## src/rtl/core/pps_pkg.sv

```systemverilog
// Shared types and constants for the preemptive priority scheduler.
// No dependencies; every other file of the block imports this package.
package pps_pkg;

  // Default table depth; the top level takes its MAX_JOBS default from here.
  localparam int MAX_JOBS_DEF = 64;

  // Fixed field widths.
  localparam int ARR_W   = 16;
  localparam int BURST_W = 16;
  localparam int PRI_W   = 8;
  localparam int TIME_W  = 20;
  localparam int SUM_W   = 32;

  localparam logic [TIME_W-1:0] TIME_MAX = {TIME_W{1'b1}};
  localparam logic [SUM_W-1:0]  SUM_MAX  = {SUM_W{1'b1}};

  // Input word action codes.
  typedef enum logic [1:0] {
    ACT_LOAD  = 2'd0,
    ACT_TICK  = 2'd1,
    ACT_CLEAR = 2'd2
  } action_t;

  // Best-candidate record passed from cell to cell during a scan.
  typedef struct packed {
    logic               found;
    logic [PRI_W-1:0]   pri;
    logic [ARR_W-1:0]   arr;
    logic [BURST_W-1:0] burst;
    logic [BURST_W-1:0] rem;
  } probe_t;

  // Broadcast controls from the controller to the row of cells.
  typedef struct packed {
    logic               load;
    logic               dec;
    logic [ARR_W-1:0]   arrival;
    logic [BURST_W-1:0] burst;
    logic [PRI_W-1:0]   priority_val;
  } cell_ctrl_t;

endpackage

```

## src/rtl/core/pps_cell.sv

```systemverilog
// One job-table cell: holds one job entry and takes one step of the best-job scan.
// Depends on pps_pkg for the probe and control structs.
module pps_cell
  import pps_pkg::*;
#(
  parameter int MAX_JOBS = MAX_JOBS_DEF,
  parameter int INDEX    = 0
) (
  input  logic                                clk,
  input  cell_ctrl_t                          ctrl,
  input  logic [$clog2(MAX_JOBS)-1:0]         load_idx,
  input  logic [$clog2(MAX_JOBS)-1:0]         dec_idx,
  input  logic [$clog2(MAX_JOBS + 1)-1:0]     job_count,
  input  logic [TIME_W-1:0]                   time_now,
  input  probe_t                              probe_in,
  input  logic [$clog2(MAX_JOBS)-1:0]         probe_idx_in,
  output probe_t                              probe_out,
  output logic [$clog2(MAX_JOBS)-1:0]         probe_idx_out
);

  localparam int IDX_W = $clog2(MAX_JOBS);
  localparam int CNT_W = $clog2(MAX_JOBS + 1);
  localparam logic [IDX_W-1:0] MY_IDX = IDX_W'(INDEX);
  localparam logic [CNT_W-1:0] MY_NUM = CNT_W'(INDEX);

  logic [ARR_W-1:0]   arrival;
  logic [BURST_W-1:0] burst;
  logic [PRI_W-1:0]   priority_val;
  logic [BURST_W-1:0] remaining;

  logic eligible;
  logic take;

  // Entry storage: written on load, remaining time counted down when this job runs.
  always_ff @(posedge clk) begin
    if (ctrl.load && load_idx == MY_IDX) begin
      arrival      <= ctrl.arrival;
      burst        <= ctrl.burst;
      priority_val <= ctrl.priority_val;
      remaining    <= ctrl.burst;
    end else if (ctrl.dec && dec_idx == MY_IDX) begin
      remaining <= remaining - BURST_W'(1);
    end
  end

  // A job competes once it is in the table, has arrived and still has work.
  // Ties on priority go to the earlier arrival, then to the lower id already in the probe.
  always_comb begin
    eligible = (MY_NUM < job_count) && ({{(TIME_W - ARR_W){1'b0}}, arrival} <= time_now)
               && (remaining != '0);
    take = eligible && (!probe_in.found || priority_val < probe_in.pri ||
                        (priority_val == probe_in.pri && arrival < probe_in.arr));
  end

  // Hand the best candidate so far to the next cell.
  always_ff @(posedge clk) begin
    if (take) begin
      probe_out.found <= 1'b1;
      probe_out.pri   <= priority_val;
      probe_out.arr   <= arrival;
      probe_out.burst <= burst;
      probe_out.rem   <= remaining;
      probe_idx_out   <= MY_IDX;
    end else begin
      probe_out     <= probe_in;
      probe_idx_out <= probe_idx_in;
    end
  end

endmodule

```

## config.mk

```make
export PLATFORM = sky130hd
export DESIGN_NAME = pps_cell
export DESIGN_NICKNAME = d
export VERILOG_FILES = /design/src/rtl/core/pps_pkg.sv /design/src/rtl/core/pps_cell.sv
export SDC_FILE = /design/constraint.sdc
export NUM_CORES = 1
export LEC_CHECK = 0
export ABC_AREA = 1
export ABC_CLOCK_PERIOD_IN_PS = 2680
export BUFFER_PORTS_ARGS = -buffer_cell sky130_fd_sc_hd__buf_2
export CAP_MARGIN = 10
export CORE_UTILIZATION = 36
export DETAILED_ROUTE_END_ITERATION = 7
export PLACE_DENSITY_LB_ADDON = 0.25
export SLEW_MARGIN = 30
export SYNTH_ARGS = -nofsm -noshare
export SYNTH_HDL_FRONTEND = slang
export SYNTH_SLANG_ARGS = --single-unit
export TNS_END_PERCENT = 20
```

## constraint.sdc

```tcl
create_clock -name clk -period 2.68 [get_ports clk]
set_input_delay 0.268 -clock clk [delete_from_list [all_inputs] [get_ports clk]]
set_output_delay 0.268 -clock clk [all_outputs]
set_load 0.03 [all_outputs]
```

==> results.sh <==
export IMPL_worst_slack_ns=0.395
export IMPL_use_met3=0.0480
export IMPL_insertion_delay_ns=0.42
export IMPL_row_count=44
export IMPL_cpMostUsedCell="nor2_4"
export IMPL_die_x_um=126
export IMPL_clkSlewWorstSetupHoldPaths_ns=0.06
export IMPL_num_fill_cells=1442
export IMPL_leakagePower_nw=3.75
export IMPL_syn_to_final_growth_pct=31.9
export IMPL_ant_nets=0
export IMPL_track_usage=0.176
export IMPL_switching_power_mw=1.13
export IMPL_core_area_mm2=0.0148
export IMPL_numCtsBuffers=17
export IMPL_p_comb_frac=0.111
export IMPL_sw_frac_of_total=0.242
export IMPL_worstPathArrival_ns=2.63
export IMPL_min_path_type="input port to flip-flop"
export IMPL_grt_max_degree=35
export IMPL_multiInputGateArea_mm2=0.00213
export IMPL_p_clk_frac=0.465
export IMPL_gr_total_overflow=0
export IMPL_num_vias=4608
export IMPL_path_delay_family="simple AND/OR/NAND/NOR gates"
export IMPL_synth_area_per_cell_um2=9.09
export IMPL_grt_busiest_layer="met2"
export IMPL_max_cap_violations=0
export IMPL_ys_seq_area_frac=0.533
export IMPL_ys_warn_count=0
export IMPL_start_util=0.374
export IMPL_cpPeakStageDelay_ns=0.41
export IMPL_grt_use_met1=0.215
export IMPL_hold_viol_final=0
export IMPL_cts_root_buf="clkbuf_16"
export IMPL_drt_iter0_markers=176
export IMPL_cp_end_kind="flip-flop"
export IMPL_synth_distinct_cells=33
export IMPL_crit_path_start_kind="flip-flop"
export IMPL_hold_buffers=0
export IMPL_synth_edf_count=56
export IMPL_antenna_diode_count=0
export IMPL_cts_buffer_depth=2
export IMPL_crit_buf_inv=3
export IMPL_path_class="flip-flop to flip-flop"
export IMPL_grt_pass1_vias=4470
export IMPL_via_per_inst=4.52
export IMPL_setup_violations=0
export IMPL_ioPinCount=208
export IMPL_drv_slew=0
export IMPL_htree_levels=4
export IMPL_cp_slowest_cell="edfxtp_1"
export IMPL_slew_headroom=0.686
export IMPL_wl_per_cell_um=13.1
export IMPL_fp_dieH_um=126
export IMPL_grt_setup_unrepaired="false"
export IMPL_antenna_found_initial=0
export IMPL_ir_drop_mv=0.424
export IMPL_post_synth_top_count_cell="nand2_1"
export IMPL_power_internal_mw=3.55
export IMPL_synth_nets=792
export IMPL_cts_tree="yes"
export IMPL_register_area_mm2=0.00294
export IMPL_synthArstFlopShare=0
export IMPL_pre_cts_ws_ns=0.348
export IMPL_ys_flop_type="dfxtp_1"
export IMPL_ys_ff_latch=119
export IMPL_grt_pass1_wl_um=21300
export IMPL_drt_first_pass_iters=4
export IMPL_place_inst=988
export IMPL_fmax_mhz=438
export IMPL_synthTopCellsByArea="edfxtp_1 30%, dfxtp_1 23%, nand2_1 12%"
export IMPL_dp_hpwl_um=9960
export IMPL_cts_resized_gates=0
export IMPL_drc_errors=0
export IMPL_wl_um=13400
export IMPL_synth_top_area_share=0.305
export IMPL_p_seq_frac=0.424
export IMPL_gp_congestion=0.786
export IMPL_postCtsSetupBuffers=0
export IMPL_drive_above_1_share=0.318
export IMPL_crit_chain="inv_1 -> ha_1 -> nand2_2 -> nor2_4 -> nand3_2 -> nor2_4 -> nand3_2 -> nor2_4 -> nor2_4 -> nand2_4 -> buf_4 -> inv_1 -> nor2_1"
export IMPL_period_minus_slack_ns=2.28
export IMPL_worstMarginPinSlew_ns=0.470
export IMPL_total_power_mw=4.68
export IMPL_synth_common_cells="172 x nand2_1, 75 x inv_1, 65 x nand3_1"
export IMPL_synth_area_mm2=0.00552
export IMPL_post_synth_top_area_cell="edfxtp_1"
export IMPL_numPortBuffers=207
export IMPL_fin_tns_setup_ns=0
export IMPL_period_share=0.853
export IMPL_cts_sinks=119
export IMPL_dieArea_mm2=0.0158
export IMPL_nets=1008
export IMPL_crit_path_max_fanout=28
export IMPL_final_cell_count_no_fill=1020
export IMPL_critPathRequiredTime_ns=3.03
export IMPL_grt_use_met2=0.295
export IMPL_powerDensity_mw_per_mm2=643
export IMPL_synthCells=607
export IMPL_status="finished clean"
export IMPL_fin_worst_skew_ns=0.0138
## power by group through the flow
stage	Combinational [mW]	Clock (mW)	Sequential, mW
final	0.521	2.17	1.98
after global routing	0.578	2.31	1.99
after CTS	0.529	2.22	1.99
after detailed placement	0.526	0	2.02
after global placement	0.524	0	2.02
after floorplan	0.181	0	2.15
## layout by cell type (no fill, tap or decap), types with 3 or more instances in the layout
master,n
o21ai_0,15
clkinv_2,6
xor2_1,7
nor4_1,3
edfxtp_1,56
nand2_2,11
xnor2_1,3
inv_1,74
buf_2,207
nand4_1,3
buf_4,10
a21oi_1,19
ha_1,40
nor3_1,7
nand3_1,65
nand2_1,171
clkbuf_1,3
nor2_1,31
clkbuf_16,20
dfxtp_1,63
nor2_4,4
## state kept, by name, indices dropped and copies added, names as in the netlist
signal / count
burst: 16
remaining: 16
probe_out: 57
priority_val: 8
arrival: 16
probe_idx_out: 6
## layout make-up
type                    count  share of cell area
inverters                  76              0.0392
repair buffers            217               0.153
well taps                 184              0.0316
flip-flops and latches    119               0.404
clock inverters             7             0.00533
multi-input cells         392               0.293
clock buffers              25              0.0741
## path summary, 6_finish.rpt
check	from	slack (ns)	cells after the start	to
setup / recovery	remaining[0]	0.40	13	probe_idx_out[0]
hold / removal	ctrl[26]	0.03	1	arrival[2]
setup reg to reg	remaining[0]	0.40	13	probe_idx_out[0]
hold reg to reg	burst[3]	0.47	2	probe_out[19]
## logic make-up after synthesis
logic type | share of synthesized area
fa+ha+maj | 0.0907
xor+xnor | 0.0159
flops | 0.533
compound gates | 0.0401
simple gates | 0.239
buf+inv | 0.0807
## layer usage
layer  share of wire  up-vias  wire length (um)
li1                -     2403                 -
met1            0.46     2031              6130
met2            0.47      158              6250
met3           0.058       16               774
met4           0.014        0               193
met5               0        -                 0
## worst reg2reg max path: cells and delay by family, from the launching register on
family	cells	cell delay [ns]
simple gates	9	0.98
flops	1	0.41
fa+ha+maj	1	0.21
buf+inv	3	0.61
## stage by stage
step,utilization,instance area [um2],hold WS (ns)
after CTS,0.493,7280,0.00126
after global placement,0.454,6700,0.445
after global routing,0.493,7280,0.00432
after floorplan,-,5520,0.360
final,0.493,7280,0.0252
after detailed placement,0.454,6700,0.446
(Power assumes the default switching activity.)
