[config.mk]
export PLATFORM = sky130hd
export DESIGN_NAME = pps_ctrl_flat
export DESIGN_NICKNAME = d
export VERILOG_FILES = /design/src/rtl/core/pps_pkg.sv /design/src/rtl/core/pps_in_if.sv /design/src/rtl/core/pps_out_if.sv /design/src/rtl/core/pps_ctrl.sv /design/src/flat_wrapper.sv
export SDC_FILE = /design/constraint.sdc
export NUM_CORES = 1
export LEC_CHECK = 0
export ABC_CLOCK_PERIOD_IN_PS = 29500
export BUFFER_PORTS_ARGS = -buffer_cell sky130_fd_sc_hd__buf_2
export CELL_PAD_IN_SITES_DETAIL_PLACEMENT = 1
export CELL_PAD_IN_SITES_GLOBAL_PLACEMENT = 2
export CORE_AREA = 2 2 257 209
export DETAILED_ROUTE_END_ITERATION = 10
export DIE_AREA = 0 0 259 211
export PLACE_DENSITY = 0.81
export SLEW_MARGIN = 25
export SYNTH_ARGS = -nofsm -noshare
export SYNTH_HDL_FRONTEND = slang
export SYNTH_SLANG_ARGS = --single-unit
[constraint.sdc]
create_clock -name clk -period 29.5 [get_ports clk]
set_clock_uncertainty 0.1 [all_clocks]
set_input_delay 8.85 -clock clk [delete_from_list [all_inputs] [get_ports clk]]
set_output_delay 8.85 -clock clk [all_outputs]
set_load 0.05 [all_outputs]
[src/rtl/core/pps_pkg.sv]
// Shared types and constants for the preemptive priority scheduler.
// No dependencies; every other file of the block imports this package.
package pps_pkg;

  // Default table depth; the top level takes its MAX_JOBS default from here.
  localparam int MAX_JOBS_DEF = 64;

  // Fixed field widths.
  localparam int ARR_W   = 16;
  localparam int BURST_W = 16;
  localparam int PRI_W   = 8;
  localparam int TIME_W  = 20;
  localparam int SUM_W   = 32;

  localparam logic [TIME_W-1:0] TIME_MAX = {TIME_W{1'b1}};
  localparam logic [SUM_W-1:0]  SUM_MAX  = {SUM_W{1'b1}};

  // Input word action codes.
  typedef enum logic [1:0] {
    ACT_LOAD  = 2'd0,
    ACT_TICK  = 2'd1,
    ACT_CLEAR = 2'd2
  } action_t;

  // Best-candidate record passed from cell to cell during a scan.
  typedef struct packed {
    logic               found;
    logic [PRI_W-1:0]   pri;
    logic [ARR_W-1:0]   arr;
    logic [BURST_W-1:0] burst;
    logic [BURST_W-1:0] rem;
  } probe_t;

  // Broadcast controls from the controller to the row of cells.
  typedef struct packed {
    logic               load;
    logic               dec;
    logic [ARR_W-1:0]   arrival;
    logic [BURST_W-1:0] burst;
    logic [PRI_W-1:0]   priority_val;
  } cell_ctrl_t;

endpackage

[src/rtl/core/pps_in_if.sv]
// Input channel of the scheduler: valid/ready handshake with the job word.
// Depends on pps_pkg for field widths.
interface pps_in_if
  import pps_pkg::*;
();
  logic               valid;
  logic               ready;
  logic [1:0]         action;
  logic [ARR_W-1:0]   arrival_time;
  logic [BURST_W-1:0] burst_time;
  logic [PRI_W-1:0]   priority_req;

  modport source (output valid, action, arrival_time, burst_time, priority_req,
                  input ready);
  modport sink   (input valid, action, arrival_time, burst_time, priority_req,
                  output ready);
endinterface

[src/rtl/core/pps_out_if.sv]
// Result channel of the scheduler: valid/ready handshake with the result word.
// Depends on pps_pkg for field widths.
interface pps_out_if
  import pps_pkg::*;
#(
  parameter int ID_W = $clog2(MAX_JOBS_DEF + 1)
) ();
  logic              valid;
  logic              ready;
  logic [ID_W-1:0]   running_id;
  logic [TIME_W-1:0] time_now;
  logic              new_segment;
  logic              job_completed;
  logic [TIME_W-1:0] turnaround;
  logic [TIME_W-1:0] waiting;
  logic [SUM_W-1:0]  sum_turnaround;
  logic [SUM_W-1:0]  sum_waiting;
  logic              all_done;
  logic              table_full;

  modport source (output valid, running_id, time_now, new_segment, job_completed,
                  turnaround, waiting, sum_turnaround, sum_waiting, all_done,
                  table_full, input ready);
  modport sink   (input valid, running_id, time_now, new_segment, job_completed,
                  turnaround, waiting, sum_turnaround, sum_waiting, all_done,
                  table_full, output ready);
endinterface

[src/rtl/core/pps_ctrl.sv]
// Scheduler controller: handshakes, time, work and sum bookkeeping, scan sequencing.
// Depends on pps_pkg and the pps_in_if / pps_out_if channel interfaces.
module pps_ctrl
  import pps_pkg::*;
#(
  parameter int MAX_JOBS = MAX_JOBS_DEF
) (
  input  logic                            clk,
  input  logic                            rst,
  pps_in_if.sink                          job_in,
  pps_out_if.source                       job_out,
  output cell_ctrl_t                      ctrl,
  output logic [$clog2(MAX_JOBS)-1:0]     load_idx,
  output logic [$clog2(MAX_JOBS)-1:0]     dec_idx,
  output logic [$clog2(MAX_JOBS + 1)-1:0] job_count,
  output logic [TIME_W-1:0]               time_counter,
  input  probe_t                          probe_last,
  input  logic [$clog2(MAX_JOBS)-1:0]     probe_idx_last
);

  localparam int IDX_W  = $clog2(MAX_JOBS);
  localparam int CNT_W  = $clog2(MAX_JOBS + 1);
  localparam int ID_W   = CNT_W;
  localparam int WORK_W = BURST_W + $clog2(MAX_JOBS);

  typedef enum logic [5:0] {
    ST_IDLE   = 6'b000001,
    ST_SCAN   = 6'b000010,
    ST_UPDATE = 6'b000100,
    ST_WAIT   = 6'b001000,
    ST_ACCUM  = 6'b010000,
    ST_EMIT   = 6'b100000
  } state_t;

  state_t              state;
  logic [IDX_W-1:0]    scan_cnt;
  logic [WORK_W-1:0]   work_left;
  logic [ID_W-1:0]     last_run_id;
  logic [SUM_W-1:0]    turnaround_total;
  logic [SUM_W-1:0]    waiting_total;
  logic [ID_W-1:0]     run_id;
  logic                new_seg;
  logic                completed;
  logic [TIME_W-1:0]   tat;
  logic [TIME_W-1:0]   wt;
  logic [BURST_W-1:0]  win_burst;
  logic                full_flag;

  logic                in_fire;
  logic                is_full;
  logic                out_free;
  logic [TIME_W-1:0]   time_inc;
  logic [ID_W-1:0]     win_id;
  logic [SUM_W:0]      tat_sum;
  logic [SUM_W:0]      wt_sum;

  assign job_in.ready = (state == ST_IDLE);
  assign in_fire      = job_in.valid && job_in.ready;
  assign is_full      = (job_count == CNT_W'(MAX_JOBS));
  assign out_free     = !job_out.valid || job_out.ready;
  assign load_idx     = job_count[IDX_W-1:0];
  assign dec_idx      = probe_idx_last;

  // Saturating time step, winner id and widened sums.
  always_comb begin
    time_inc = (time_counter == TIME_MAX) ? time_counter : time_counter + TIME_W'(1);
    win_id   = ID_W'(probe_idx_last) + ID_W'(1);
    tat_sum  = {1'b0, turnaround_total} + {{(SUM_W + 1 - TIME_W){1'b0}}, tat};
    wt_sum   = {1'b0, waiting_total} + {{(SUM_W + 1 - TIME_W){1'b0}}, wt};
  end

  // Broadcast to the cells: load on an accepted load word while the table has room, countdown on the winner.
  always_comb begin
    ctrl.load         = in_fire && (job_in.action == ACT_LOAD) && !is_full;
    ctrl.dec          = (state == ST_UPDATE) && probe_last.found;
    ctrl.arrival      = job_in.arrival_time;
    ctrl.burst        = job_in.burst_time;
    ctrl.priority_val = job_in.priority_req;
  end

  // Main sequencer.
  always_ff @(posedge clk) begin
    if (rst) begin
      state            <= ST_IDLE;
      scan_cnt         <= '0;
      job_count        <= '0;
      time_counter     <= '0;
      work_left        <= '0;
      last_run_id      <= '0;
      turnaround_total <= '0;
      waiting_total    <= '0;
      run_id           <= '0;
      new_seg          <= 1'b0;
      completed        <= 1'b0;
      tat              <= '0;
      wt               <= '0;
      win_burst        <= '0;
      full_flag        <= 1'b0;
    end else begin
      case (state)
        ST_IDLE: begin
          if (in_fire) begin
            run_id    <= '0;
            new_seg   <= 1'b0;
            completed <= 1'b0;
            tat       <= '0;
            wt        <= '0;
            full_flag <= 1'b0;
            state     <= ST_EMIT;
            case (job_in.action)
              ACT_LOAD: begin
                if (is_full) begin
                  full_flag <= 1'b1;
                end else begin
                  job_count <= job_count + CNT_W'(1);
                  work_left <= work_left + WORK_W'(job_in.burst_time);
                end
              end
              ACT_TICK: begin
                if (work_left != '0) begin
                  scan_cnt <= '0;
                  state    <= ST_SCAN;
                end
              end
              ACT_CLEAR: begin
                job_count        <= '0;
                time_counter     <= '0;
                work_left        <= '0;
                last_run_id      <= '0;
                turnaround_total <= '0;
                waiting_total    <= '0;
              end
              default: begin
              end
            endcase
          end
        end
        // The probe walks one cell per cycle along the row.
        ST_SCAN: begin
          scan_cnt <= scan_cnt + IDX_W'(1);
          if (scan_cnt == IDX_W'(MAX_JOBS - 1)) begin
            state <= ST_UPDATE;
          end
        end
        // Advance time and charge one unit to the winner, if any.
        ST_UPDATE: begin
          time_counter <= time_inc;
          win_burst    <= probe_last.burst;
          if (probe_last.found) begin
            work_left   <= work_left - WORK_W'(1);
            run_id      <= win_id;
            new_seg     <= (last_run_id != win_id);
            last_run_id <= win_id;
            if (probe_last.rem == BURST_W'(1)) begin
              completed <= 1'b1;
              if (time_inc > {{(TIME_W - ARR_W){1'b0}}, probe_last.arr}) begin
                tat <= time_inc - {{(TIME_W - ARR_W){1'b0}}, probe_last.arr};
              end
            end
          end
          state <= ST_WAIT;
        end
        ST_WAIT: begin
          if (completed && tat > {{(TIME_W - BURST_W){1'b0}}, win_burst}) begin
            wt <= tat - {{(TIME_W - BURST_W){1'b0}}, win_burst};
          end
          state <= ST_ACCUM;
        end
        // Saturating running sums.
        ST_ACCUM: begin
          if (completed) begin
            turnaround_total <= tat_sum[SUM_W] ? SUM_MAX : tat_sum[SUM_W-1:0];
            waiting_total    <= wt_sum[SUM_W] ? SUM_MAX : wt_sum[SUM_W-1:0];
          end
          state <= ST_EMIT;
        end
        ST_EMIT: begin
          if (out_free) begin
            state <= ST_IDLE;
          end
        end
        default: begin
          state <= ST_IDLE;
        end
      endcase
    end
  end

  // Output register: holds a word until the sink takes it.
  always_ff @(posedge clk) begin
    if (rst) begin
      job_out.valid <= 1'b0;
    end else if (state == ST_EMIT && out_free) begin
      job_out.valid <= 1'b1;
    end else if (job_out.ready) begin
      job_out.valid <= 1'b0;
    end
  end

  always_ff @(posedge clk) begin
    if (state == ST_EMIT && out_free) begin
      job_out.running_id     <= run_id;
      job_out.time_now       <= time_counter;
      job_out.new_segment    <= new_seg;
      job_out.job_completed  <= completed;
      job_out.turnaround     <= tat;
      job_out.waiting        <= wt;
      job_out.sum_turnaround <= turnaround_total;
      job_out.sum_waiting    <= waiting_total;
      job_out.all_done       <= (work_left == '0);
      job_out.table_full     <= full_flag;
    end
  end

endmodule

[src/flat_wrapper.sv]
// flat-port wrapper written by rule: the top's interface ports become plain ports
module pps_ctrl_flat import pps_pkg::*;
#(
  parameter int MAX_JOBS = MAX_JOBS_DEF
)
  (clk, rst, ctrl, load_idx, dec_idx, job_count, time_counter, probe_last, probe_idx_last, job_in_valid, job_in_action, job_in_arrival_time, job_in_burst_time, job_in_priority_req, job_in_ready, job_out_valid, job_out_running_id, job_out_time_now, job_out_new_segment, job_out_job_completed, job_out_turnaround, job_out_waiting, job_out_sum_turnaround, job_out_sum_waiting, job_out_all_done, job_out_table_full, job_out_ready);
  pps_in_if job_in_i ();
  pps_out_if job_out_i ();
  input  logic clk;
  input  logic rst;
  output cell_ctrl_t ctrl;
  output logic [$clog2(MAX_JOBS)-1:0] load_idx;
  output logic [$clog2(MAX_JOBS)-1:0] dec_idx;
  output logic [$clog2(MAX_JOBS + 1)-1:0] job_count;
  output logic [TIME_W-1:0] time_counter;
  input  probe_t probe_last;
  input  logic [$clog2(MAX_JOBS)-1:0] probe_idx_last;
  input wire logic [$bits(job_in_i.valid)-1:0] job_in_valid;
  input wire logic [$bits(job_in_i.action)-1:0] job_in_action;
  input wire logic [$bits(job_in_i.arrival_time)-1:0] job_in_arrival_time;
  input wire logic [$bits(job_in_i.burst_time)-1:0] job_in_burst_time;
  input wire logic [$bits(job_in_i.priority_req)-1:0] job_in_priority_req;
  output wire logic [$bits(job_in_i.ready)-1:0] job_in_ready;
  output wire logic [$bits(job_out_i.valid)-1:0] job_out_valid;
  output wire logic [$bits(job_out_i.running_id)-1:0] job_out_running_id;
  output wire logic [$bits(job_out_i.time_now)-1:0] job_out_time_now;
  output wire logic [$bits(job_out_i.new_segment)-1:0] job_out_new_segment;
  output wire logic [$bits(job_out_i.job_completed)-1:0] job_out_job_completed;
  output wire logic [$bits(job_out_i.turnaround)-1:0] job_out_turnaround;
  output wire logic [$bits(job_out_i.waiting)-1:0] job_out_waiting;
  output wire logic [$bits(job_out_i.sum_turnaround)-1:0] job_out_sum_turnaround;
  output wire logic [$bits(job_out_i.sum_waiting)-1:0] job_out_sum_waiting;
  output wire logic [$bits(job_out_i.all_done)-1:0] job_out_all_done;
  output wire logic [$bits(job_out_i.table_full)-1:0] job_out_table_full;
  input wire logic [$bits(job_out_i.ready)-1:0] job_out_ready;
  assign job_in_i.valid = job_in_valid;
  assign job_in_i.action = job_in_action;
  assign job_in_i.arrival_time = job_in_arrival_time;
  assign job_in_i.burst_time = job_in_burst_time;
  assign job_in_i.priority_req = job_in_priority_req;
  assign job_in_ready = job_in_i.ready;
  assign job_out_valid = job_out_i.valid;
  assign job_out_running_id = job_out_i.running_id;
  assign job_out_time_now = job_out_i.time_now;
  assign job_out_new_segment = job_out_i.new_segment;
  assign job_out_job_completed = job_out_i.job_completed;
  assign job_out_turnaround = job_out_i.turnaround;
  assign job_out_waiting = job_out_i.waiting;
  assign job_out_sum_turnaround = job_out_i.sum_turnaround;
  assign job_out_sum_waiting = job_out_i.sum_waiting;
  assign job_out_all_done = job_out_i.all_done;
  assign job_out_table_full = job_out_i.table_full;
  assign job_out_i.ready = job_out_ready;
  pps_ctrl #(.MAX_JOBS(MAX_JOBS)) u_core (.clk(clk), .rst(rst), .job_in(job_in_i), .job_out(job_out_i), .ctrl(ctrl), .load_idx(load_idx), .dec_idx(dec_idx), .job_count(job_count), .time_counter(time_counter), .probe_last(probe_last), .probe_idx_last(probe_idx_last));
endmodule
==> results of run 1 <==
==> layout by cell type, fill, tap and decap left out, drive strengths merged, types with 12 or more instances in the layout <==
master,Yosys,layout
o21a,19,19
a31oi,30,30
o21ai,120,120
nand2,216,216
nand2b,16,16
clkbuf,72,52
clkinv,2,16
edfxtp,135,135
ha,94,94
dfxtp,199,199
and3,19,19
or3,16,16
nor2,154,154
inv,70,70
a22oi,13,13
and2,12,12
buf,64,286
or2,13,13
nor4,26,26
xnor2,67,67
a21o,26,26
nor3,46,46
nand3,62,62
nand4,32,32
a21oi,185,185
a211oi,26,26
xor2,45,45
nor2b,13,13
==> layer usage <==
metal / track usage / share of wire / vias up
li1: - / - / 7567
met1: 0.287 / 0.47 / 7869
met2: 0.351 / 0.47 / 287
met3: 0.0331 / 0.041 / 74
met4: 0.0584 / 0.020 / 0
met5: 0 / 0 / -
==> logic make-up (layout without fill, tap and decap cells) <==
| kind of cell | after synthesis | after routing | synth area share |
|---|---|---|---|
| buffers and inverters | 208 | 428 | 0.0554 |
| other | 0 | 1 | 0 |
| AND/OR/NAND/NOR | 663 | 663 | 0.178 |
| AO/OA/AOI/OAI | 547 | 547 | 0.190 |
| flip-flops | 334 | 334 | 0.446 |
| adder cells (fa/ha/maj) | 99 | 99 | 0.0707 |
| XOR/XNOR | 112 | 112 | 0.0544 |
| multiplexers | 10 | 10 | 0.00576 |
==> worst max-delay path, cell delays in order <==
cell,delay [ns]
buf_2,0.11
inv_1,0.07
nor3_2,0.48
a21oi_1,0.08
buf_4,0.23
a21o_1,0.40
nor2_1,0.57
buf_2,0.37
==> stage by stage <==
step | hold WS [ns] | util | area [um2]
2_1_floorplan | 0.308 | - | 18000
3_3_place_gp | 0.313 | 0.380 | 19700
3_5_place_dp | 0.321 | 0.380 | 19700
4_1_cts | 0.335 | 0.403 | 20900
5_1_grt | 0.342 | 0.403 | 20900
6_report | 0.332 | 0.403 | 20900
==> sequential cells by signal, summed over array words and instances, names as in the netlist, 6 cells and up <==
signal / flops
u_core.job_count: 7
u_core.job_out.running_id: 7
u_core.job_out.sum_turnaround: 32
u_core.job_out.sum_waiting: 32
u_core.job_out.time_now: 20
u_core.job_out.turnaround: 20
u_core.job_out.waiting: 20
u_core.last_run_id: 7
u_core.run_id: 7
u_core.scan_cnt: 6
u_core.state: 6
u_core.tat: 20
u_core.time_counter: 20
u_core.turnaround_total: 32
u_core.waiting_total: 32
u_core.win_burst: 16
u_core.work_left: 22
u_core.wt: 20
==> worst paths after layout <==
check	startpoint	end
worst max-delay path	job_in_valid	ctrl[41]
worst min-delay path	u_core.run_id[0]	u_core.job_out.running_id[0]
worst max register to register	u_core.time_counter[4]	u_core.tat[18]
worst min register to register	u_core.run_id[0]	u_core.job_out.running_id[0]
==> power groups by stage <==
stage	registers, mW	logic (mW)	clock network (mW)
after global routing	0.537	0.344	0.499
final	0.533	0.316	0.467
after floorplan	0.599	0.178	0
after global placement	0.542	0.308	0
after CTS	0.534	0.318	0.481
after detailed placement	0.544	0.316	0
==> cell type report <==
cell class / instances / area [um2] / area share
inverters: 72 / 270 / 0.0129
clock buffers: 52 / 1030 / 0.0494
clock inverters: 18 / 193 / 0.00921
flip-flops and latches: 334 / 8040 / 0.384
multi-input cells: 1431 / 9050 / 0.432
well taps: 693 / 867 / 0.0414
repair buffers: 286 / 1470 / 0.0704
diodes: 1 / 2.50 / 0.000120
==> flow_summary.toml, run 1 <==
[synth]
seq_area_frac_synth = 0.446
synth_common_cells = "nand2_1, dfxtp_1, a21oi_1"
syn-num-nets = 2181
ys_ff_latch = 334
yosysUniqueCellTypes = 82
syn_area_per_cell_um2 = 9.14
synth_top_area_cell = "edfxtp_1"
yosysMostFrequentCell = "nand2_1"
synth-main-ff-cell = "dfxtp_1"
synth_top_area_frac = 0.225
netlist_instances = 1973
yosys-top-cells-area = "edfxtp_1, dfxtp_1, ha_1"
synth_warnings = 0
synth_area_mm2 = 0.0180
synth_edf_count = 135
async_flop_share = 0

[setup_path]
worst-r2r-setup-slack_ns = 23.74
critical_path_class = "in -> out"
critPathMaxFanout = 18
critical_path_arrival_ns = 11.18
setup.worst_path.start_class = "primary input"
cp.required_ns = 20.55
worstSetupEndpointType = "output port"
ff2ff_path_depth = 15

[clocking]
worstSkewPairLatency_ns = 0.57
postCtsSetupBuffers = 0
cts_hold_buf = 0
htree_levels = 2
cts_sinks = 334
cts_buffer_depth = 3
numCtsBuffers = 38
ctsResizeCount = 0
cts_root_buffer = "clkbuf_16"
cts_tree = "yes"
clkTransAtPathRegs_ns = 0.06

[pwr]
switching_power_uw = 455
power.total_mw = 1.32
cell_internal_pwr_uw = 862
combPwrFrac = 0.240
p_sw_frac = 0.345
power.density_mw_per_mm2 = 62.9
power.share.clock = 0.355
ir_drop_v = 0.0000344
seqPwrFrac = 0.405
leakagePower_nw = 8.21

[sta]
fmax_mhz = 49.7
hold_viol_final = 0
finalSetupViolCount = 0
relSlewSlack = 0.328
rsz0062_at_grt = "no"
final_period_minus_worst_setup_slack_ns = 20.13
fin_setup_tns_ns = 0
timing.final.crit_share = 0.682
worst_pin_slew_ns = 1.01
setup_slack_ns = 9.37
drv_slew = 0

[floorplanning]
chipHeight_um = 211
die_area_mm2 = 0.0546
rows = 75
start_util = 0.348
die_w_um = 259
placeableCoreArea_mm2 = 0.0519
pin_count = 327

[drt]
viasPerCell = 5.47
drt_first_pass_iters = 7
post_drt_wl_per_cell_um = 20.1
first_iter_violations = 726
route.detailed.drc = 0
wirelength_um = 58100
num_vias = 15800
ant_nets = 0

[placement]
io_buffers = 270
place_congestion = 0.841
dp.cells = 2816
dpl.hpwl_um = 42200
pre_cts_slack_ns = 9.32

[global_routing]
track_usage = 0.212
grt_pass1_vias = 16300
grt_pass1_wl_um = 92200
grt_overflow_total = 0
grt_max_degree = 80
antenna_found_initial = 0

[finish]
fillers = 6079
finalNonFillerCells = 2887
drive_gt1_frac = 0.174
nets = 2371
area_delta_synth_final_pct = 16.0

[status]
status = "completed"

[worst_hold_path]
holdCritPathClass = "reg -> reg"
hold_depth = 0

[job]
maxCapViolCount = 0
Power figures use the tool's default switching activity.
==> run 2, diff against run 1 <==
ABC_AREA = 1   (was unset)
ABC_CLOCK_PERIOD_IN_PS = 17800   (was 29500)
CORE_AREA = 2 2 290 235   (was 2 2 257 209)
DIE_AREA = 0 0 292 237   (was 0 0 259 211)
PLACE_DENSITY = 0.77   (was 0.81)
clock period = 17.8 ns   (was 29.5 ns; I/O delays follow)
==> run 2 against run 1 <==
Core utilization decreased by 5.8 points. Non-clock buffer count decreased by 5. Power increased by 89%. Routed wire length increased by 17%. Critical path depth decreased by 2. Clock power increased by 87%. Worst setup slack got worse by 3.3 ns. Final cell count increased by 29%. Sequential share of layout area decreased by 3.4 points. Critical path type unchanged. Highest routed layer unchanged.
==> flow_summary.toml, run 2 <==
[finish]
area_delta_synth_final_pct = 16.5
multi_input_area_mm2 = 0.00991
final_cell_mix = "nand2_1, a21oi_1, inv_1"
nets = 3035
fillers = 8132
finalNonFillerCells = 3732
drive_gt1_frac = 0.151
layout_commonest_cell = "nand2_1"
final_util = 0.345
regArea_mm2 = 0.00804

[synth]
yosysUniqueCellTypes = 54
yosysMostFrequentCell = "nand2_1"
syn_area_per_cell_um2 = 7.52
synth_warnings = 0
syn-num-nets = 2825
synth_edf_count = 135
synth_common_cells = "nand2_1, a21oi_1, inv_1"
seq_area_frac_synth = 0.408
synth_top_area_cell = "edfxtp_1"
async_flop_share = 0
synth_area_mm2 = 0.0197
synth_top_area_frac = 0.206
synth-main-ff-cell = "dfxtp_1"
yosys-top-cells-area = "edfxtp_1, dfxtp_1, nand2_1"
netlist_instances = 2617
ys_ff_latch = 334

[clocking]
cts_tree = "yes"
htree_levels = 2
clkTransAtPathRegs_ns = 0.05
cts_root_buffer = "clkbuf_16"
numCtsBuffers = 41
cts_sinks = 334
cts_hold_buf = 0
cts_buffer_depth = 3
postCtsSetupBuffers = 0
worstSkewPairLatency_ns = 0.57
ctsResizeCount = 0

[setup_path]
worstReg2RegEnd = "u_core.tat[0]"
cp.required_ns = 12.36
critical_path_arrival_ns = 6.26
critPathMaxFanout = 3
ff2ff_path_depth = 23
critical_path_class = "in -> out"
setup.worst_path.start_class = "primary input"
worst-r2r-setup-slack_ns = 13.72
r2r_start = "u_core.time_counter[0]"
worstSetupEndpointType = "output port"

[global_routing]
track_usage = 0.195
grt_overflow_total = 0
antenna_found_initial = 2
grt_pass1_wl_um = 107000
grt_max_degree = 79
grt_pass1_vias = 18700

[pwr]
power.density_mw_per_mm2 = 108
leakagePower_nw = 10.0
ir_drop_v = 0.0000573

[placement]
dp.cells = 3654
place_congestion = 0.863
io_buffers = 270
dpl.hpwl_um = 51200

[sta]
finalSetupViolCount = 0
hold_viol_final = 0
final_period_minus_worst_setup_slack_ns = 11.70
fmax_mhz = 85.5
whs_ns = 0.340
worst_pin_slew_ns = 0.875
fin_setup_tns_ns = 0
relSlewSlack = 0.417
timing.final.crit_share = 0.657
rsz0062_at_grt = "no"
drv_slew = 0

[drt]
drt_first_pass_iters = 5
ant_nets = 0
wirelength_um = 67900
num_vias = 18300
route.detailed.drc = 0
post_drt_wl_per_cell_um = 18.2
first_iter_violations = 905
viasPerCell = 4.91

[worst_hold_path]
min_from = "u_core.run_id[5]"
hold_depth = 0
holdCritPathClass = "reg -> reg"
whs_endpoint = "u_core.job_out.running_id[5]"

[job]
maxCapViolCount = 0

[floorplanning]
placeableCoreArea_mm2 = 0.0665
rows = 85
start_util = 0.296
pin_count = 327
chipHeight_um = 237
die_w_um = 292
die_area_mm2 = 0.0692

[status]
status = "completed"
[run 2: area by class of cell]
class                           instances  area share
Antenna cell                            2    0.000218
Tap cell                              870      0.0474
Multi-Input combinational cell       1883       0.432
Clock inverter                         23      0.0111
Clock buffer                           53      0.0490
Sequential cell                       334       0.350
Timing Repair Buffer                  281      0.0628
Inverter                              286      0.0471
[run 2: per-stage QoR]
stage                     cell area (um2)  setup slack [ns]  power, mW
final                               22900              6.10       2.49
after global routing                22900              5.99       2.64
after CTS                           22900              6.10       2.52
after detailed placement            21600              6.11       1.63
after global placement              21600              6.17       1.61
after floorplan                     19700              4.31       1.44
[run 2: worst max-delay path by stage]
stage,from,endpoint,slack (ns),cells after the start
global route,job_in_valid,ctrl[41],5.99,6
CTS,job_in_valid,ctrl[41],6.10,6
detailed placement,job_in_valid,ctrl[41],6.11,6
floorplan,job_out_ready,u_core.job_out.all_done,4.31,2
global placement,job_in_valid,ctrl[41],6.17,6
finish,job_in_valid,ctrl[41],6.10,6
[run 2: cells by family (layout without fill, tap and decap cells)]
kind of cell    Yosys count  in the layout  synth area share
compound gates          522            522             0.142
fa+ha+maj                99             99            0.0648
simple gates           1188           1188             0.262
other cells               0              2                 0
xor+xnor                 74             74            0.0329
buf+inv                 400            643            0.0895
flops                   334            334             0.408
[run 2: metal layers]
layer	up-vias	global-route usage	part of all wire
li1	9060	-	-
met1	8862	0.276	0.50
met2	298	0.312	0.45
met3	89	0.0267	0.037
met4	0	0.0489	0.020
met5	-	0	0
[run 2: worst max-delay path, cell delays in order]
cell    delay, ns
buf_2        0.11
inv_1        0.04
nor2_1       0.13
inv_1        0.10
nor2_1       0.22
buf_2        0.32
[run 2: power by group]
part / leakage, nW / switching [mW] / internal [mW]
Combinational: 6.47 / 0.495 / 0.205
Clock: 0.680 / 0.352 / 0.520
Sequential: 2.87 / 0.0664 / 0.851
==> run 3, diff against run 2 <==
ABC_CLOCK_PERIOD_IN_PS = 11050   (was 17800)
CORE_AREA = 2 2 277 224   (was 2 2 290 235)
DIE_AREA = 0 0 279 226   (was 0 0 292 237)
PLACE_DENSITY = 0.81   (was 0.77)
clock period = 11.05 ns   (was 17.8 ns; I/O delays follow)
==> run 3 against run 2 <==
Register-to-register slack worse by 6.7 ns. Clock power up 62%. Via count up 0.14%. Global-route usage up 1.5 points. Critical path depth unchanged. Cell area down 0.44%. Count of clock-buffer cells in the layout down 2. Combinational power up 60%. Largest power group unchanged. Highest routed layer unchanged.
==> flow_summary.toml, run 3 (synthesized netlist as in run 2, its figures left out) <==
[drt]
dr_wl_met2_um = 30000
route.met3.wl_um = 2290
viasPerCell = 5.03
ant_nets = 0
first_iter_violations = 742
drt-met1-wl_um = 33200
drt_first_pass_iters = 5
topRoutingLayerUsed = "met4"
wirelength_um = 66700
post_drt_wl_per_cell_um = 18.3
route.detailed.drc = 0
num_vias = 18300

[setup_path]
ff2ff_path_depth = 24
critPathMaxStageDelay_ns = 0.30
crit_cells = 6
worst_path_max_delay_cell = "buf_2"
worstSetupEndpointType = "output port"
critical_path_arrival_ns = 4.23
r2r_start = "u_core.time_counter[1]"
crit_buf_inv = 4
worstReg2RegEnd = "u_core.tat[13]"
cp_top_family = "buffers and inverters"
cp-endpoint = "ctrl[41]"
critPathMaxFanout = 3
crit_chain = "buf_2, inv_1, nor2_1, inv_1, nor2_1, buf_2"
cp.required_ns = 7.64
worstSetupStartpoint = "job_in_valid"
critical_path_class = "in -> out"
setup.worst_path.start_class = "primary input"
worst-r2r-setup-slack_ns = 6.99

[floorplanning]
die_area_mm2 = 0.0631
chipHeight_um = 226
die_w_um = 279
placeableCoreArea_mm2 = 0.0605
start_util = 0.325
rows = 81
pin_count = 327

[finish]
finalNonFillerCells = 3647
nets = 3034
area_delta_synth_final_pct = 16.0
layout_commonest_cell = "nand2_1"
drive_gt1_frac = 0.152
final_cell_mix = "nand2_1, a21oi_1, inv_1"

[status]
status = "completed"

[global_routing]
antenna_found_initial = 6
track_usage = 0.210
grt_overflow_total = 0
grt_pass1_vias = 18700
grt_max_degree = 66
grt_pass1_wl_um = 105000

[clocking]
numCtsBuffers = 40
ctsResizeCount = 0
cts_tree = "yes"
cts_root_buffer = "clkbuf_16"
cts_sinks = 334
worstSkewPairLatency_ns = 0.57
clkTransAtPathRegs_ns = 0.06
cts_hold_buf = 0
postCtsSetupBuffers = 0
cts_buffer_depth = 3
htree_levels = 2

[pwr]
ir_drop_v = 0.0000900
p_sw_frac = 0.367
cell_internal_pwr_mw = 2.53
switching_power_mw = 1.47
power.share.clock = 0.351
leakagePower_nw = 10.0
combPwrFrac = 0.280
power.total_mw = 4.00
power.density_mw_per_mm2 = 175
seqPwrFrac = 0.368

[placement]
io_buffers = 270
place_congestion = 0.872
dpl.hpwl_um = 50000
dp.cells = 3572

[sta]
worst_pin_slew_ns = 0.893
relSlewSlack = 0.405
finalSetupViolCount = 0
timing.final.crit_share = 0.692
hold_viol_final = 0
fmax_mhz = 131
drv_slew = 0
rsz0062_at_grt = "no"
final_period_minus_worst_setup_slack_ns = 7.64
whs_ns = 0.330
fin_setup_tns_ns = 0

[job]
maxCapViolCount = 0

[worst_hold_path]
holdCritPathClass = "reg -> reg"
==> run 3: final cells by class <==
class                   count  area, um2
fillers                  7422      37700
multi-input cells        1883       9910
flip-flops and latches    334       8040
repair buffers            281       1440
clock buffers              51       1140
inverters                 286       1080
well taps                 788        986
clock inverters            23        241
diodes                      1       2.50
==> run 3: routing by layer <==
metal	up-vias	global-route usage
met3	82	0.0271
li1	9065	-
met2	293	0.342
met1	8895	0.296
met5	-	0
met4	0	0.0479
==> run 3: worst min-delay path by stage <==
stage / startpoint / endpoint / slack [ns] / cells after the start
global route: u_core.run_id[1] / u_core.job_out.running_id[1] / 0.34 / 0
floorplan: u_core.run_id[5] / u_core.job_out.running_id[5] / 0.30 / 0
finish: u_core.run_id[1] / u_core.job_out.running_id[1] / 0.33 / 0
CTS: u_core.run_id[1] / u_core.job_out.running_id[1] / 0.33 / 0
detailed placement: u_core.run_id[1] / u_core.job_out.running_id[1] / 0.32 / 0
global placement: u_core.run_id[1] / u_core.job_out.running_id[1] / 0.31 / 0
==> run 3: through the flow <==
step | cell area (um2) | utilization | worst slack (ns)
2_1_floorplan | 19700 | - | 2.80
3_5_place_dp | 21500 | 0.355 | 3.42
3_3_place_gp | 21500 | 0.355 | 3.48
6_report | 22800 | 0.378 | 3.41
5_1_grt | 22800 | 0.377 | 3.30
4_1_cts | 22800 | 0.377 | 3.42
==> run 3: power groups by stage <==
| stage | clock [mW] | sequential [mW] | combinational [mW] |
|---|---|---|---|
| 2_1_floorplan | 0 | 1.53 | 0.784 |
| 3_3_place_gp | 0 | 1.50 | 1.09 |
| 3_5_place_dp | 0 | 1.50 | 1.12 |
| 4_1_cts | 1.45 | 1.47 | 1.12 |
| 5_1_grt | 1.49 | 1.48 | 1.26 |
| 6_report | 1.41 | 1.47 | 1.12 |
==> run 3: worst register-to-register path, cell delays in order, from the launching register on <==
cell     delay, ns
dfxtp_1       0.44
ha_1          0.35
inv_1         0.09
nor2_2        0.15
nand2_1       0.11
nor2_2        0.11
nand3_1       0.18
nand2_1       0.16
nor2_1        0.10
nand2_1       0.09
xnor2_1       0.13
ha_1          0.43
nand2_1       0.13
nor2_1        0.16
nand2_1       0.09
nand2_1       0.15
nand2_1       0.07
nand3_1       0.15
nand2_1       0.13
nand3_4       0.14
nand2_8       0.12
inv_8         0.17
nand2_1       0.08
nand2_1       0.06
nor2_1        0.05
